<file path="src/hw/rtl/crg_pkg.sv">
// Shared types and constants of the camera ray generator.
// Used by every module of the block; no dependencies of its own.
`default_nettype none
package crg_pkg;

    // Number of entries in the queue between front and back.
    localparam int QDEPTH = 4;
    localparam int QPTR_W = 2;
    localparam int QCNT_W = 3;

    // Square root of a 62-bit sum: one result bit per stage.
    localparam int SQRT_STEPS = 31;
    // Reciprocal 2^62 / L for L in [2^29, 2^31): quotient bits 33 down to 0.
    localparam int RECIP_STEPS = 34;
    // Target position of the leading one after normalization.
    localparam int NORM_POS = 29;
    // Split point of the reciprocal for the final two partial products.
    localparam int RSPLIT = 17;

    // Direction limits in Q2.30.
    localparam logic signed [35:0] DIR_MAX = 36'sd1073741824;
    localparam logic signed [35:0] DIR_MIN = -36'sd1073741824;

    // Register indexes of the configuration port.
    localparam logic [2:0] REG_PIXEL_SIZE = 3'd7;

    // Upper 3x3 part of the inverse view matrix, [row][column].
    typedef logic [2:0][2:0][31:0] t_mat3;

    // Image plane point handed from front to back.
    typedef struct packed {
        logic [31:0] px;
        logic [31:0] py;
        logic        deg;
    } t_plane;

    // Normalized components and flags riding along the root and divide stages.
    typedef struct packed {
        logic [2:0][31:0] c;
        logic             deg;
        logic             zero;
    } t_side;

endpackage
`default_nettype wire

</file>
<file path="src/hw/rtl/crg_queue.sv">
// Short queue of plane points between the front and back parts.
// Depends on crg_pkg for the entry type and depth.
`default_nettype none
module crg_queue
    import crg_pkg::*;
(
    input  wire logic i_clk,
    input  wire logic i_rst_n,
    input  wire logic i_push,
    output logic      o_not_full,
    input  t_plane    i_data,
    output logic      o_not_empty,
    input  wire logic i_pop,
    output t_plane    o_data
);

    t_plane            r_mem [QDEPTH];
    logic [QPTR_W-1:0] r_wr;
    logic [QPTR_W-1:0] r_rd;
    logic [QCNT_W-1:0] r_cnt;
    logic              do_push;
    logic              do_pop;

    assign o_not_full  = (r_cnt != QCNT_W'(QDEPTH));
    assign o_not_empty = (r_cnt != '0);
    assign do_push     = i_push && o_not_full;
    assign do_pop      = i_pop && o_not_empty;
    assign o_data      = r_mem[r_rd];

    // Pointers and fill count.
    always_ff @(posedge i_clk) begin
        if (!i_rst_n) begin
            r_wr  <= '0;
            r_rd  <= '0;
            r_cnt <= '0;
        end else begin
            if (do_push) begin
                r_wr <= r_wr + 1'b1;
            end
            if (do_pop) begin
                r_rd <= r_rd + 1'b1;
            end
            if (do_push && !do_pop) begin
                r_cnt <= r_cnt + 1'b1;
            end else if (do_pop && !do_push) begin
                r_cnt <= r_cnt - 1'b1;
            end
        end
    end

    // Entry storage.
    always_ff @(posedge i_clk) begin
        if (do_push) begin
            r_mem[r_wr] <= i_data;
        end
    end

endmodule
`default_nettype wire

</file>
<file path="config.mk">
export PLATFORM = sky130hd
export DESIGN_NAME = crg_queue
export DESIGN_NICKNAME = d
export VERILOG_FILES = /design/src/hw/rtl/crg_pkg.sv /design/src/hw/rtl/crg_queue.sv
export SDC_FILE = /design/constraint.sdc
export NUM_CORES = 1
export LEC_CHECK = 0
export ABC_CLOCK_PERIOD_IN_PS = 3500
export BUFFER_PORTS_ARGS = -buffer_cell sky130_fd_sc_hd__buf_4
export CAP_MARGIN = 20
export CORE_MARGIN = 2
export CORE_UTILIZATION = 57
export DETAILED_ROUTE_END_ITERATION = 8
export PLACE_DENSITY = 0.79
export RECOVER_POWER = 25
export SYNTH_ARGS = -nofsm -noshare
export SYNTH_HDL_FRONTEND = slang
export SYNTH_SLANG_ARGS = --single-unit
</file>
<file path="constraint.sdc">
create_clock -name i_clk -period 3.5 [get_ports i_clk]
set_clock_uncertainty 0.1 [all_clocks]
set_input_delay 0.7 -clock i_clk [delete_from_list [all_inputs] [get_ports i_clk]]
set_output_delay 0.7 -clock i_clk [all_outputs]
set_load 0.02 [all_outputs]
</file>
# Yosys cells after proc, flatten, opt, wreduce, memory -nomap -nowiden
# Memory sizes are Yosys's and may differ from the RTL's. A register that Yosys moved wholly into a read port is not among the register bits.
# Cells that the tools add are included.
# W data, S select, Z words.
totals:
  regBits: 7
  mem_bits_rw: 260
  input_bits: 69
  output_inout_bits: 67
  mem_count: 1
classes:
  add_sub_neg: 4
  n_eq_ne: 1
  muxes: 6
  n_reduce_logical: 8
mem_list:
  columns: ["name", "depth", "word_bits", "read_ports", "rd_ports_with_merged_regs", "write_ports", "line", "rtl"]
  rows:
  - ["r_mem", 4, 65, 1, 1, 1, "crg_queue.sv:17", "t_plane r_mem [QDEPTH];"]
op_table:
  columns: ["operator", "count"]
  rows:
  - ["$mux W3", 2]
  - ["$add A2 B1 Y2 const B", 2]
  - ["$logic_and A1 B1 Y1", 4]
  - ["$mux W2", 2]
  - ["$add A3 B1 Y3 const B", 1]
  - ["$ne A3 B3 Y1 const B", 1]
  - ["$reduce_bool A3 Y1", 1]
  - ["$sub A3 B1 Y3 const B", 1]
  - ["$logic_not A1 Y1", 2]
  - ["$mux W1", 2]
  - ["$reduce_bool A2 Y1", 1]

# Longest topological paths before layout
logic_depth:
  word_depth: 6
  ltp_mapped: 8
  mapped_depth_nobuf: 8

# Worst setup path before layout
# No wires, ideal clock.
synth_path:
  kind: "input to register"
  from: "input i_push"
  to: "memory r_mem[2][0] (netlist bit) (enable)"
  t_arrival_ps: 2549
  t_required_ps: 2970
  setup_slack_ps: 421
  stages: 2
  path_buffers: 0
  path_cell_list: "a21boi_2 -> and2_1"
synth_between:
  elab_chain_len: 3
synth_rtl:
  columns: ["element", "line", "rtl"]
  rows:
  - ["from (decl)", "crg_queue.sv:9", "input wire logic i_push,"]
  - ["$logic_and A1 B1 Y1", "crg_queue.sv:26", "assign do_push = i_push && o_not_full;"]
  - ["$mux W1", "crg_queue.sv:53", "if (do_push) begin"]
  - ["$mux W1 (not written as such)", "crg_queue.sv:54", "r_mem[r_wr] <= i_data;"]
  - ["to (decl)", "crg_queue.sv:17", null]
# Every way passes these cells.

==> impl_metrics.tcl <==
set metrics [dict create \
    grt_max_degree 38 \
    arrival_ps 2180 \
    post_cts_resized 0 \
    hold_path.class "in -> reg" \
    drtPass1Iterations 4 \
    critPathTopFamily "flip-flops" \
    gp_congestion 0.7473 \
    antenna_found_initial 1 \
    wl_um 17250 \
    cts_buffers 26 \
    final_cell_mix "edfxtp_1, buf_4, mux4_2, clkbuf_1, clkbuf_16" \
    min_period_over_period_pct 85.17 \
    chipHeight_um 135.8 \
    cp.required_ps 2700 \
    viasPerCell 5.647 \
    cts.clk_slew.worst_paths_ps 60 \
    leakage_uw 0.003883 \
    hold-worst-slack_ps 300.1 \
    nets 617 \
    grt_pass1_wl_um 25920 \
    netlist_area_um2 9903 \
    vdd_ir_drop_max_mv 0.4765 \
    crit_buf_inv 2 \
    drive_gt1_share_pct 36.83 \
    insertion_delay_ps 500 \
    slew_viol_final 0 \
    grt_pass1_vias 4735 \
    final-setup-viol-count 0 \
    n_fill_cell 1067 \
    synth_edf_count 260 \
    ys_ff_latch 269 \
    async_flop_share_pct 0 \
    fin_tns_setup_ps 0 \
    die_w_um 135.8 \
    dp_hpwl_um 10390 \
    status "finished clean" \
    post-route-min-period_ps 2981 \
    crit_path_end_kind "output port" \
    report.power.total_uw 9083 \
    crit_fanout 27 \
    h-tree-depth 1 \
    fmax_mhz 335.5 \
    syn-instance-count 387 \
    drt_iter0_drc 325 \
    rows 48 \
    synth.net_count 462 \
    ys_top_cells_by_area "edfxtp_1, mux4_2, dfxtp_1" \
    pwr_density_cell_nw_per_um2 767.3 \
    root_buffer "clkbuf_16" \
    critPathKind "reg -> out" \
    grt_usage_pct 18.78 \
    crit_path_start_kind "register" \
    slew_headroom_pct 60.90 \
    die_area_um2 18440 \
    tightest_slew_ps 586.4 \
    vias 4450 \
    drv_cap 0 \
    core_area_um2 17120 \
    cts_buffer_depth 3 \
    initial_core_util_pct 57.86 \
    final_common_cell "edfxtp_1" \
    area_delta_synth_final_pct 19.53 \
    clock_sinks 269 \
    synth.yosys.seq_area_share_pct 80.66 \
    post_drt_wl_per_cell_um 21.89 \
    rsz0062_at_grt "no" \
    synth_ff_type "edfxtp_1" \
    cp_cell_sequence "buf_12, mux4_2, buf_4" \
    synth.largest_area_cell "edfxtp_1" \
    portBuffers 135 \
    io-pin-count 136 \
    synth_cell_types 24 \
    cts_setup_buffers 0 \
    ant_nets 0 \
    yosysTopAreaCellShare_pct 78.84 \
    yosys_warnings 0 \
    finalHoldViolations 0 \
    cts-hold-fix-buffers 0 \
    cp_slowest_cell "dfxtp_4" \
    drcViolationCount 0 \
    cts_tree "built" \
    critPathMaxStageDelay_ps 610 \
    synth.avg_cell_area_um2 25.59 \
    grt_overflow 0 \
]
[metrics by stage]
step | util, % | setup slack (ps) | instances | instance area (um^2)
after global placement | 65.43 | 969.7 | 739 | 11200
after CTS | 70.02 | 447.0 | 787 | 11990
after global routing | 69.14 | 363.5 | 787 | 11840
after detailed placement | 65.43 | 846.6 | 739 | 11200
final | 69.16 | 519.1 | 788 | 11840
after floorplan | - | 420.7 | 387 | 9903
[path summary, 6_finish.rpt]
path	start	endpoint	slack, ps	depth (start not counted)
worst min register to register	r_wr[1]$_SDFFE_PN0P_	r_wr[1]$_SDFFE_PN0P_	410	2
worst max-delay path	register	o_data[52]	520	3
worst max register to register	r_cnt[0]$_SDFFE_PN0P_	r_cnt[2]$_SDFFE_PN0P_	1040	8
worst min-delay path	i_data[34]	r_mem[3][34]$_DFFE_PP_	300	1
[metal layers]
layer	part of all wire, %	wire length (um)	up-vias	GRT usage (%)
met5	0	0	-	0
met3	6.8	1180	27	4.288
met2	50	8699	147	31.45
li1	-	-	1959	-
met1	41	7012	2317	25.31
met4	2.1	361	0	5.266
[cells in the mapped netlist (all sizes together) (2+ instances only)]
cell type / instances
a21boi: 2
and2: 8
buf: 13
clkbuf: 2
dfxtp: 9
edfxtp: 260
ha: 5
inv: 3
mux2i: 3
mux4: 65
nand2: 5
or3: 2
xnor2: 3
[state kept, by name, summed over array words and instances, names as in the netlist, named ones only]
signal  cells
r_cnt       3
r_mem     260
r_rd        2
r_wr        2
[power by group]
group	leakage, uW	internal (uW)	switching, uW
clock	0.000382	1500	1080
sequential	0.00246	3910	184
combinational	0.00104	1180	1230
[cell families (layout without fill, tap and decap cells)]
logic type,after synthesis,count (layout),share of synthesized area [%]
adders and majority gates,6,6,0.8339
muxes,68,68,15.09
buffers and inverters,18,193,1.693
and+or+nand+nor,17,17,0.9223
other,0,1,0
DFF,269,269,80.66
AOI/OAI and AO/OA,5,5,0.4548
xor gates and xnor gates,4,4,0.3538
[layout make-up]
class                           count  area [um^2]  area share (%)
Sequential cell                   269         7995           67.54
Multi-Input combinational cell    100         1758           14.85
Timing Repair Buffer              142         1003           8.477
Clock buffer                       42        732.0           6.183
Tap cell                          225        281.5           2.378
Clock inverter                      6        53.80          0.4545
Inverter                            3        11.26         0.09513
Antenna cell                        1        2.502         0.02114
(Power assumes the default switching activity.)
