[src/hw/rtl/crg_pkg.sv]
// Shared types and constants of the camera ray generator.
// Used by every module of the block; no dependencies of its own.
`default_nettype none
package crg_pkg;

    // Number of entries in the queue between front and back.
    localparam int QDEPTH = 4;
    localparam int QPTR_W = 2;
    localparam int QCNT_W = 3;

    // Square root of a 62-bit sum: one result bit per stage.
    localparam int SQRT_STEPS = 31;
    // Reciprocal 2^62 / L for L in [2^29, 2^31): quotient bits 33 down to 0.
    localparam int RECIP_STEPS = 34;
    // Target position of the leading one after normalization.
    localparam int NORM_POS = 29;
    // Split point of the reciprocal for the final two partial products.
    localparam int RSPLIT = 17;

    // Direction limits in Q2.30.
    localparam logic signed [35:0] DIR_MAX = 36'sd1073741824;
    localparam logic signed [35:0] DIR_MIN = -36'sd1073741824;

    // Register indexes of the configuration port.
    localparam logic [2:0] REG_PIXEL_SIZE = 3'd7;

    // Upper 3x3 part of the inverse view matrix, [row][column].
    typedef logic [2:0][2:0][31:0] t_mat3;

    // Image plane point handed from front to back.
    typedef struct packed {
        logic [31:0] px;
        logic [31:0] py;
        logic        deg;
    } t_plane;

    // Normalized components and flags riding along the root and divide stages.
    typedef struct packed {
        logic [2:0][31:0] c;
        logic             deg;
        logic             zero;
    } t_side;

endpackage
`default_nettype wire

[src/hw/rtl/crg_front.sv]
// Front part of the camera ray generator: takes pixel beats and forms the
// image plane point. Depends on crg_pkg.
`default_nettype none
module crg_front
    import crg_pkg::*;
#(
    parameter int PIXEL_BITS = 12
) (
    input  wire logic                  i_clk,
    input  wire logic                  i_rst_n,
    input  wire logic                  i_in_valid,
    output logic                       o_in_ready,
    input  wire logic [PIXEL_BITS-1:0] i_pixel_x,
    input  wire logic [PIXEL_BITS-1:0] i_pixel_y,
    input  wire logic [31:0]           i_half_w,
    input  wire logic [31:0]           i_half_h,
    input  wire logic [30:0]           i_pixel_size,
    output logic                       o_valid,
    input  wire logic                  i_ready,
    output t_plane                     o_plane
);

    localparam int MW = 31 + PIXEL_BITS + 1;
    localparam int VW = MW + 2;
    localparam logic signed [VW-1:0] VMAX = (VW)'(64'sd2147483647);
    localparam logic signed [VW-1:0] VMIN = (VW)'(-64'sd2147483648);

    logic   r_valid;
    t_plane r_plane;
    t_plane n_plane;
    logic   sat_x;
    logic   sat_y;
    logic [31:0] pt_x;
    logic [31:0] pt_y;

    // Forms h - (p + 0.5) * s exactly, floors the half and saturates to 32 bits.
    function automatic logic [32:0] plane_f(
        input logic [31:0]           h,
        input logic [PIXEL_BITS-1:0] p,
        input logic [30:0]           s
    );
        logic [PIXEL_BITS:0] odd;
        logic [MW-1:0]       prod;
        logic signed [VW-1:0] v;
        logic [32:0]         res;
        odd  = {p, 1'b1};
        prod = odd * s;
        v = $signed({{(VW-33){1'b0}}, h, 1'b0}) - $signed({2'b00, prod});
        v = v >>> 1;
        if (v > VMAX) begin
            res = {1'b1, 32'h7fff_ffff};
        end else if (v < VMIN) begin
            res = {1'b1, 32'h8000_0000};
        end else begin
            res = {1'b0, v[31:0]};
        end
        return res;
    endfunction

    assign {sat_x, pt_x} = plane_f(i_half_w, i_pixel_x, i_pixel_size);
    assign {sat_y, pt_y} = plane_f(i_half_h, i_pixel_y, i_pixel_size);

    always_comb begin
        n_plane.px  = pt_x;
        n_plane.py  = pt_y;
        n_plane.deg = sat_x | sat_y;
    end

    // The stage takes a new beat whenever it is empty or its beat moves on.
    assign o_in_ready = !r_valid || i_ready;

    always_ff @(posedge i_clk) begin
        if (!i_rst_n) begin
            r_valid <= 1'b0;
        end else if (o_in_ready) begin
            r_valid <= i_in_valid;
        end
    end

    always_ff @(posedge i_clk) begin
        if (o_in_ready && i_in_valid) begin
            r_plane <= n_plane;
        end
    end

    assign o_valid = r_valid;
    assign o_plane = r_plane;

endmodule
`default_nettype wire

[config.mk]
export PLATFORM = sky130hd
export DESIGN_NAME = crg_front
export DESIGN_NICKNAME = d
export VERILOG_FILES = /design/src/hw/rtl/crg_pkg.sv /design/src/hw/rtl/crg_front.sv
export SDC_FILE = /design/constraint.sdc
export NUM_CORES = 2
export LEC_CHECK = 0
export BUFFER_PORTS_ARGS = -buffer_cell sky130_fd_sc_hd__buf_4
export CAP_MARGIN = 20
export CORE_UTILIZATION = 50
export CTS_CLUSTER_SIZE = 40
export DETAILED_ROUTE_END_ITERATION = 10
export PLACE_DENSITY = 0.68
export SYNTH_ARGS = -nofsm -noshare
export SYNTH_HDL_FRONTEND = slang
export SYNTH_SLANG_ARGS = --single-unit
[constraint.sdc]
create_clock -name i_clk -period 9.5 [get_ports i_clk]
set_input_delay 0.95 -clock i_clk [delete_from_list [all_inputs] [get_ports i_clk]]
set_output_delay 0.95 -clock i_clk [all_outputs]
set_load 0.01 [all_outputs]
# After elaboration in Yosys (flattened, before gate mapping)
# Cells that the tools add are included.
# word_totals
word_cells	20
reg_bits	66
input_bits	123
# op_classes
reduce_logical	3
bitwise	1
n_mul	2
add_sub_neg	2
order_cmp	4
muxes	4
# ops
operator	count
$mux W33	4
$sub A33 B44 Y45	2
$gt A44 B32 Y1 const B	2
$lt A44 B32 Y1 const B	2
$mul A13 B31 Y44	2
$logic_and A1 B1 Y1	1
$logic_not A1 Y1	1
$logic_or A1 B1 Y1	1
$or A1 B1 Y1	1

# Depth between registers and ports, before layout
# logic_depth
ltp_word	6
ltp_mapped	28

# Worst setup path before layout
# No wires, ideal clock.
# synth_path
path_kind	in2reg
from	input port i_pixel_size[28]
to	register r_plane, in the netlist o_plane[37], data pin
path_stages	25
setup_slack_ps	2118
required_ps	9233
arrival_time_ps	7115
cell_sequence	clkbuf_1 nand2_1 fa_1 inv_1 fa_1 inv_1 fa_1 fa_1 fa_1 inv_1 fa_1 inv_1 ha_1 clkbuf_1 a21o_1 o21bai_1 a21oi_1 nor3_1 or3_1 or3_1 a2111oi_0 nand4b_1 o21ai_2 buf_2 o211ai_1
# synth_between
elab_chain_len	4
# synth_lines
element	line_no	source
from (decl)	crg_front.sv:17	input wire logic [30:0] i_pixel_size,
$mul A13 B31 Y44 (*)	crg_front.sv:47	prod = odd * s;
$sub A33 B44 Y45 (*)	crg_front.sv:48	v = $signed({{(VW-33){1'b0}}, h, 1'b0}) - $signed({2'b00, prod});
$lt A44 B32 Y1	crg_front.sv:52	end else if (v < VMIN) begin
$mux W33	crg_front.sv:52	
to (signal assigned)	crg_front.sv:82	r_plane <= n_plane;
to (decl)	crg_front.sv:29	t_plane r_plane;
# Every way passes the cells marked *; elsewhere a longest branch is shown, timed or not.
# A chain may end at the register's enable or synchronous reset.

==> flow_summary.ini <==
[drt]
wl_per_cell_um = 17.8
firstDrtPassIters = 5
drcViolationCount = 0
vias_per_cell = 5.55
vias = 23605
drtIter0Drc = 1619
routed_wl_mm = 75.7
ant_nets = 0

[critical_path]
reg2reg_slack_ns = 7.79
end_kind = flop
rr_worst_depth = 3
critPathMaxStageDelay_ns = 0.81
crit_path_start_kind = primary input
r2r_end = o_plane[15]$_SDFFCE_PN1P_
crit_chain = buf_4 > nand2_1 > fa_1 > fa_1 > fa_1 > fa_1 > fa_1 > inv_1 > fa_1 > inv_1 > ha_1 > nand4_1 > nor3_1 > nand2_1 > a2111oi_2 > o21ai_1 > a31oi_1 > xor2_1 > o211ai_1 > nor4_1 > o22ai_1
critPathMostFrequentCell = fa_1
cp_max_fo = 31
cp_data_arrival_time_ns = 8.75
critPathKind = in -> reg
r2r-start = o_valid$_SDFFE_PN0N_
cp_slowest_cell = nor4_1
cp.required_ns = 9.58

[global_route]
grt_pass1_wl_mm = 127
grt_pass1_vias = 24389
grt-ovfl-total = 0
grtUsageTotal_pct = 25.4
grt_max_degree = 66
antenna_found_initial = 1

[run]
cap_viol_max_count = 0

[die]
die_w_um = 251
die_h_um = 251
die-area_um2 = 62900
coreArea_um2 = 60700
io_pins = 190
row_count = 90
start_util_pct = 51.0

[synth]
ys.flop_type = edfxtp_1
synthTopCellsByArea = fa_1 45%, ha_1 8.6%, inv_1 8.2%
synth_area_per_cell_um2 = 8.95
yosysUniqueCellTypes = 89
synth_seq_area_share_pct = 6.37
yosysTopAreaCellShare_pct = 45.0
yosysTopAreaCell = fa_1
syn_area_um2 = 30900
synthArstFlopShare_pct = 0
synth_nets = 4489
ys_seq_elements = 66
yosysWarnings = 0
synth_edf_count = 65
synth_cells = 3458

[clock_network]
cts_sinks = 66
cts.path.max_buffers = 2
postCtsSetupRepairBufs = 0
root_buffer = clkbuf_16
clkTransAtPathRegs_ns = 0.07
cts_tree = yes
cts_buffers = 9
post_cts_resized = 0
holdBufCountCts = 0
htreeDepth = 3
clock_latency_ns = 0.37

[timing]
rsz0062_at_grt = false
setup_tns_ns = 0
finalMaxSlewViolations = 0
period_minus_slack_ns = 8.68
min_period_over_period_pct = 91.3
fmax_mhz = 115
clock_skew_ns = 0.0150
maxSlewHeadroom_pct = 31.2
finalHoldViolCount = 0
setup_viol = 0
tightest_slew_ns = 1.02

[layout]
multi_input_area_um2 = 25600
diodes = 0
area_growth_pct = 6.10
drive_gt1_share_pct = 7.57
fillCellCount = 5616
ff_latch_area_um2 = 1970
finalNetCount = 4499

[placed_design]
port_buffers = 189
dp_hpwl_mm = 62.4
finalWeightedCongestion = 0.929

[min_path]
hold_end = o_valid$_SDFFE_PN0N_
hp-class = reg -> reg
min_from = o_valid$_SDFFE_PN0N_
whs_path_depth = 2

[run_status]
outcome = finished clean
final cells by class:
class | count | area share, %
Multi-Input combinational cell | 2520 | 78.0
Inverter | 675 | 7.72
Sequential cell | 66 | 6.01
Timing Repair Buffer | 196 | 4.48
Tap cell | 782 | 2.98
Clock buffer | 12 | 0.721
Clock inverter | 4 | 0.0572
kinds of logic (layout without fill, tap and decap cells):
logic type | after synthesis | after routing | synth area share, %
XOR/XNOR | 77 | 77 | 2.23
flip-flops | 66 | 66 | 6.37
AO/OA/AOI/OAI | 405 | 405 | 8.84
AND/OR/NAND/NOR | 1127 | 1127 | 18.0
adder cells (fa/ha/maj) | 908 | 908 | 53.6
buffers and inverters | 872 | 887 | 10.8
multiplexers | 3 | 3 | 0.105
cells in the final DEF, fill, tap and decap left out, types with 15 or more instances in the layout:
| master | Yosys | layout |
|---|---|---|
| o211ai_1 | 21 | 21 |
| inv_1 | 675 | 675 |
| nand3_1 | 37 | 37 |
| xnor2_1 | 35 | 35 |
| a21oi_1 | 108 | 108 |
| and2_1 | 339 | 338 |
| nor3_1 | 29 | 29 |
| ha_1 | 212 | 212 |
| fa_1 | 696 | 696 |
| o21ai_0 | 57 | 57 |
| edfxtp_1 | 65 | 65 |
| nand2b_1 | 15 | 15 |
| a21oi_2 | 20 | 20 |
| nor2_1 | 65 | 65 |
| a21o_1 | 32 | 32 |
| o21ai_1 | 33 | 33 |
| nand2_1 | 532 | 532 |
| xor2_1 | 40 | 40 |
| buf_4 | 4 | 196 |
| nand4_1 | 39 | 39 |
worst max path at each step:
stage                                      endpoint  cells after the start        startpoint  slack [ns]
final                          o_plane[0]$_DFFE_PP_                     21      i_pixel_y[6]        0.82
after global routing           o_plane[0]$_DFFE_PP_                     21      i_pixel_y[6]        0.43
after CTS                      o_plane[0]$_DFFE_PP_                     21      i_pixel_y[6]        0.91
after detailed placement       o_plane[0]$_DFFE_PP_                     21      i_pixel_y[6]        0.52
after global placement         o_plane[0]$_DFFE_PP_                     21      i_pixel_y[6]        0.58
after floorplan           o_plane[37]$_SDFFCE_PN1P_                     25  i_pixel_size[28]        2.12
critical path: cells and delay by family:
kind / cells / cell delay (ns)
fa+ha+maj: 7 / 3.43
simple gates: 5 / 1.71
compound gates: 5 / 1.49
xor+xnor: 1 / 0.69
buf+inv: 3 / 0.44
metrics by stage:
stage	hold WS (ns)	cells	utilization, %	instance area (um2)	setup WS (ns)
2_1_floorplan	0.610	3458	-	30900	2.12
3_3_place_gp	0.527	4239	53.7	32600	0.580
3_5_place_dp	0.530	4239	53.7	32600	0.516
4_1_cts	0.540	4255	54.1	32800	0.913
5_1_grt	0.591	4255	54.1	32800	0.433
6_report	0.534	4255	54.1	32800	0.824
metal layers:
metal  wire, um  up-vias  global-route usage (%)
li1           -    10662                       -
met1      31600    12167                    34.8
met2      38600      693                    44.1
met3       4080       81                    1.85
met4       1520        2                    5.99
met5          7        -                       0
synth_stat cells (9+ instances only):
library cell  count
nand4_1          39
o211ai_1         21
xor2_1           40
buf_2            28
clkbuf_1        161
xnor2_1          35
nor3_1           29
nor2_1           65
inv_1           675
or3_1             9
fa_1            696
and2_1          339
o21ai_0          57
a21oi_2          20
a211oi_1         13
and3_1           12
ha_1            212
edfxtp_1         65
o21ai_1          33
nand2b_1         15
nand2_1         532
a21o_1           32
nand3_1          37
a31oi_1          14
o21bai_1         10
a21oi_1         108
o21a_1           14
nor4_1            9
flip-flops by register name, summed over array words and instances, names as in the netlist:
signal,flops
o_valid,1
o_plane,65
Power is left out: the tool's default activity adds up to more than one toggle a clock period on the data nets, which glitch-free logic cannot reach.
